## src/rtl/qslerp_pkg.sv

```systemverilog
// ----------------------------------------------------------------------------
// Quaternion slerp package
// Transaction types, fixed latencies and the CORDIC arctangent table.
// ----------------------------------------------------------------------------
package qslerp_pkg;

  typedef struct packed {
    logic signed [15:0] first_w;
    logic signed [15:0] first_x;
    logic signed [15:0] first_y;
    logic signed [15:0] first_z;
    logic signed [15:0] second_w;
    logic signed [15:0] second_x;
    logic signed [15:0] second_y;
    logic signed [15:0] second_z;
    logic        [14:0] fraction;
  } req_t;

  typedef struct packed {
    logic signed [15:0] blend_w;
    logic signed [15:0] blend_x;
    logic signed [15:0] blend_y;
    logic signed [15:0] blend_z;
    logic               linear_used;
  } rsp_t;

  localparam int CW       = 34;  // CORDIC datapath width, Q.30
  localparam int SQ_W     = 61;  // radicand width
  localparam int SQRT_LAT = 31;
  localparam int DIV_LAT  = 35;
  localparam logic [14:0] THR_RESET = 15'd16383;

  function automatic logic signed [CW-1:0] atan_q30(input logic [4:0] i);
    logic signed [CW-1:0] r;
    unique case (i)
      5'd0:  r = 34'sd843314857;
      5'd1:  r = 34'sd497837829;
      5'd2:  r = 34'sd263043837;
      5'd3:  r = 34'sd133525159;
      5'd4:  r = 34'sd67021687;
      5'd5:  r = 34'sd33543516;
      5'd6:  r = 34'sd16775851;
      5'd7:  r = 34'sd8388437;
      5'd8:  r = 34'sd4194283;
      5'd9:  r = 34'sd2097149;
      5'd10: r = 34'sd1048576;
      5'd11: r = 34'sd524288;
      5'd12: r = 34'sd262144;
      5'd13: r = 34'sd131072;
      5'd14: r = 34'sd65536;
      5'd15: r = 34'sd32768;
      5'd16: r = 34'sd16384;
      5'd17: r = 34'sd8192;
      5'd18: r = 34'sd4096;
      5'd19: r = 34'sd2048;
      5'd20: r = 34'sd1024;
      5'd21: r = 34'sd512;
      5'd22: r = 34'sd256;
      5'd23: r = 34'sd128;
      5'd24: r = 34'sd64;
      5'd25: r = 34'sd32;
      5'd26: r = 34'sd16;
      5'd27: r = 34'sd8;
      5'd28: r = 34'sd4;
      5'd29: r = 34'sd2;
      5'd30: r = 34'sd1;
      default: r = '0;
    endcase
    return r;
  endfunction

endpackage

```

## src/rtl/qslerp_div.sv

```systemverilog
// ----------------------------------------------------------------------------
// Quaternion slerp scale divider
// Pipelined restoring divider: num * 2^30 / den, truncated, clamped to +-4.0.
// ----------------------------------------------------------------------------
module qslerp_div import qslerp_pkg::*; (
  input  logic                 clk,
  input  logic signed [CW-1:0] num,
  input  logic signed [CW-1:0] den,
  output logic signed [CW-1:0] quo
);

  localparam int QB = 33;
  localparam logic [QB-1:0] LIM = QB'(1) << 32;

  logic [QB-1:0] rem  [QB+1];
  logic [QB-1:0] pend [QB+1];
  logic [QB-1:0] q    [QB+1];
  logic [QB-1:0] dv   [QB+1];
  logic          neg  [QB+1];
  logic          ovf  [QB+1];

  logic [QB-1:0] mag;

  assign mag = num[CW-1] ? QB'(-num) : QB'(num);

  always_ff @(posedge clk) begin
    neg[0]  <= num[CW-1];
    dv[0]   <= den[QB-1:0];
    ovf[0]  <= {3'b000, mag} >= {den[QB-1:0], 3'b000};
    rem[0]  <= mag >> 3;
    pend[0] <= {mag[2:0], 30'd0};
    q[0]    <= '0;
  end

  for (genvar k = 0; k < QB; k++) begin : g_stage
    logic [QB:0] r2;
    logic        ge;
    assign r2 = {rem[k], pend[k][QB-1]};
    assign ge = r2 >= {1'b0, dv[k]};
    always_ff @(posedge clk) begin
      rem[k+1]  <= ge ? QB'(r2 - {1'b0, dv[k]}) : QB'(r2);
      pend[k+1] <= pend[k] << 1;
      q[k+1]    <= {q[k][QB-2:0], ge};
      dv[k+1]   <= dv[k];
      neg[k+1]  <= neg[k];
      ovf[k+1]  <= ovf[k];
    end
  end

  logic [QB-1:0] qm;
  assign qm = (ovf[QB] || q[QB] > LIM) ? LIM : q[QB];

  always_ff @(posedge clk) begin
    quo <= neg[QB] ? -$signed(CW'(qm)) : $signed(CW'(qm));
  end

endmodule
```

## config.mk

```make
export PLATFORM = sky130hd
export DESIGN_NAME = qslerp_div
export DESIGN_NICKNAME = d
export VERILOG_FILES = /design/src/rtl/qslerp_pkg.sv /design/src/rtl/qslerp_div.sv
export SDC_FILE = /design/constraint.sdc
export NUM_CORES = 2
export LEC_CHECK = 0
export BUFFER_PORTS_ARGS = -buffer_cell sky130_fd_sc_hd__buf_2
export CAP_MARGIN = 10
export CORE_MARGIN = 1.5
export CORE_UTILIZATION = 55
export CTS_CLUSTER_DIAMETER = 100
export DETAILED_ROUTE_END_ITERATION = 12
export GPL_TIMING_DRIVEN = 0
export HOLD_SLACK_MARGIN = 0.02
export PLACE_DENSITY = 0.69
export SLEW_MARGIN = 20
export SYNTH_ARGS = -nofsm -noshare
export SYNTH_HDL_FRONTEND = slang
export SYNTH_MEMORY_MAX_BITS = 65536
export SYNTH_SLANG_ARGS = --single-unit
```

## constraint.sdc

```tcl
create_clock -name clk -period 5.5 [get_ports clk]
set_clock_uncertainty 0.2 [all_clocks]
set_input_delay 0.55 -clock clk [delete_from_list [all_inputs] [get_ports clk]]
set_output_delay 0.55 -clock clk [all_outputs]
set_load 0.01 [all_outputs]
```

==> impl_results.md <==
* Most common cell after layout, fill and taps aside: dfxtp_1
* Worst Setup End Kind: flop
* Status: complete, no violations
* Hold buffer count at cts at 90
* RSZ-0062 raised after global routing: false
* Layout cell share with drive strength beyond 1 at 7.38%
* Leading area contributor after synthesis: dfxtp_1
* CTS buffer count at 305
* Final period util at 92.6%
* Drt via density at 5.55
* Crit-path slowest cell: nor3_1
* DRC Markers at 0
* Antenna-violating nets left at 0
* CTS Buffer Depth at 4
* R2r setup slk at 410 ps
* Post-layout utilization of the core at 62.0%
* Worst path max stage delay at 680 ps
* Drt pass-1 iters at 6
* Reg2reg start: dv[21][2]
* Final Hold Fails at 0
* Final instance area at 141,000 µm²
* Slew Limit Fails at 0
* Max Fclk at 196 MHz
* Total GRT Usage at 27.5%
* Worst EP required at 5950 ps
* Crit Path Category: flop to flop
* Primary FF master, synth: dfxtp_1
* Synth Area in XOR/XNOR at 6.67%
* Mux contribution to synthesized area at 3.25%
* Largest family of logic cells by synthesized area: compound AO/OA/AOI/OAI gates
* Vias in the first global route at 93.4k
* Final WL at 326,000 µm
* Worst Setup Start Kind: flop
* Post-Syn Area at 126,000 µm²
* Number of antenna violations at the first check in global routing at 7
* Max_cap viols at 0
* Largest cells by area after synthesis: dfxtp_1 45%, ha_1 11%, a21oi_1 5.0%, inv_1 4.2%, xnor2_1 4.0%
* Largest net degree at the start of global routing at 17
* Yosys cell types at 102
* CTS-repair resized insts at 0
* H-tree depth at 5
* Root buf cell: clkbuf_16
* Critical path fanouts, max at 10
* CP startpoint: dv[21][2]
* Post-synth net total at 14.6k
* Input/output buffers at 101
* CTS Sinks at 2,844
* Slew @ Worst Pin at 1080 ps
* HPWL Detailed at 256,000 µm
* Gpl congestion at 0.953
* Post-Synth Adder-Cell Area at 11.7%
* Clock transition at the registers of the reported paths at 60 ps
* Setup WS post-layout at 406 ps
* Mean Syn Cell Area at 9.39 µm²
* Core area at 227,000 µm²
* Final nets at 15.1k
* GRT overflow at 0
* Setup WS pre-CTS at 434 ps
* Top-level I/O count at 103
* Initial Util at 55.3%
* Vias at 94.9k
* Synthesis-stage register bit count at 2,844
* Synthesized-area fraction occupied by and/or/nand/nor cells at 10.7%
* Most frequent cells in the layout: 2,844 x dfxtp_1, 1,399 x inv_1, 1,250 x a21oi_1, 1,118 x ha_1, 867 x nand2_1
* Setup_tns at 0 ps
* Sequential share of the synthesized area at 45.4%
* Max-slew headroom at 27.7%
* CTS tree: yes
* Die H at 481 µm
* Die ar. at 231,000 µm²
* Worst hold-check path type: input port to flop
* First-pass GRT wire length at 506,000 µm
* Tmin final at 5090 ps
* Compound-Gate Fraction of Synth Area at 17.3%
* Clk Latency, worst-skew pair at 940 ps
* Crit-path most repeated cell: a21oi_1
* CP Data Arrival Time at 5550 ps
* Post-Syn Instances at 13.4k
* Row cnt at 175
* Post-synth EDFFs at 0
* Placed cell area at 130,000 µm²
* P_leak at 0.0650 µW
* Hold path depth at 2
* Worst Reg2Reg Path Length in Cells at 13
* Post-synth top area share at 45.4%
* Cell Chain, Critical Path: inv_1 -> ha_1 -> nor2b_1 -> o21ai_0 -> a21oi_1 -> nor3_1 -> o31ai_1 -> a31oi_1 -> a21oi_1 -> a31o_2 -> a21oi_1 -> clkbuf_1 -> o21ai_0
* Power Density at 695 nW/µm²
* Initial DRC count at 6,631
* Fillers at 19.1k
* Setup repair bufs after CTS at 0
* Wire per inst at 19.1 µm
* Non-filler cells, final at 17.1k
* Die W at 481 µm
* Worst vdd ir at 386 µV
* Worst setup path end: rem[22][15]
* Endpoints failing setup at 0
* Inst Count DP at 16.5k
* Yosys Warn Count at 0
* Area grow syn2layout at 12.2%
* Fraction of registers with async set/reset at 0%
* FF-to-FF End: rem[22][15]
-- routing by layer --
layer / global-route usage [%] / wire length (µm)
met3: 3.17 / 15200
met4: 9.25 / 11100
met1: 35.4 / 143000
met2: 47.8 / 156000
met5: 0 / 14
-- cell type report --
class	count	area, µm²	area share (%)
inverters	1403	5270	3.74
plain buffers	256	1100	0.778
repair buffers	192	1410	1.00
clock buffers	408	8640	6.13
well taps	3009	3760	2.67
multi-input cells	8859	62200	44.2
clock inverters	118	1490	1.06
diodes	17	42.5	0.0302
flip-flops and latches	2844	56900	40.4
-- critical path, delay by kind of cell, from the launching register on --
kind | cells | cell delay (ps)
AND/OR/NAND/NOR | 2 | 840
AO/OA/AOI/OAI | 8 | 2570
adder cells (fa/ha/maj) | 1 | 340
flip-flops | 1 | 360
buffers and inverters | 2 | 540
-- worst min-delay path by stage --
| stage | slack [ps] | end | from |
|---|---|---|---|
| after floorplan | 110 | neg[10] | neg[9] |
| after global placement | 110 | neg[15] | neg[14] |
| after detailed placement | 110 | ovf[10] | ovf[9] |
| after CTS | 20 | dv[0][28] | den[28] |
| after global routing | 40 | dv[0][32] | den[32] |
| final | 90 | dv[0][25] | den[25] |
-- synth_stat cells (56+ instances only) --
master and n:
a211oi_1 90, a21o_1 496, a21oi_1 1251, a31oi_1 78
and3_1 63, clkbuf_1 178, dfxtp_1 2844, ha_1 1118
inv_1 1399, mux2_1 56, mux2_2 289, nand2_1 867
nand2b_1 175, nand3_1 183, nand4_1 196, nor2_1 832
nor2b_1 132, nor3_1 139, o21a_1 135, o21ai_0 839
o21bai_1 130, o31ai_1 71, xnor2_1 580, xor2_1 376
-- metrics by stage --
step           power (µW)  hold WS [ps]
2_1_floorplan       64600           110
4_1_cts             98000          21.2
3_3_place_gp        76300           110
5_1_grt            105000          44.7
3_5_place_dp        77000           112
6_report            97900          91.8
-- where the power goes --
part / internal, µW / switching, µW / total, µW
clock: 12400 / 8120 / 20500
sequential: 27600 / 4220 / 31800
combinational: 19400 / 26200 / 45600
-- state kept, by name, summed over array words and instances (netlist names) --
signal  count
dv       1089
neg        34
ovf        34
pend        6
q         561
quo        34
rem      1086
-- cells by family (layout without fill, tap and decap cells) --
group	Yosys count	count (layout)
mux	364	364
compound gates	3529	3529
other cells	0	17
buf+inv	1659	2377
xor+xnor	956	956
flops	2844	2844
fa+ha+maj	1150	1150
simple gates	2860	2860
Note: power is estimated with default switching activity, not from simulation.
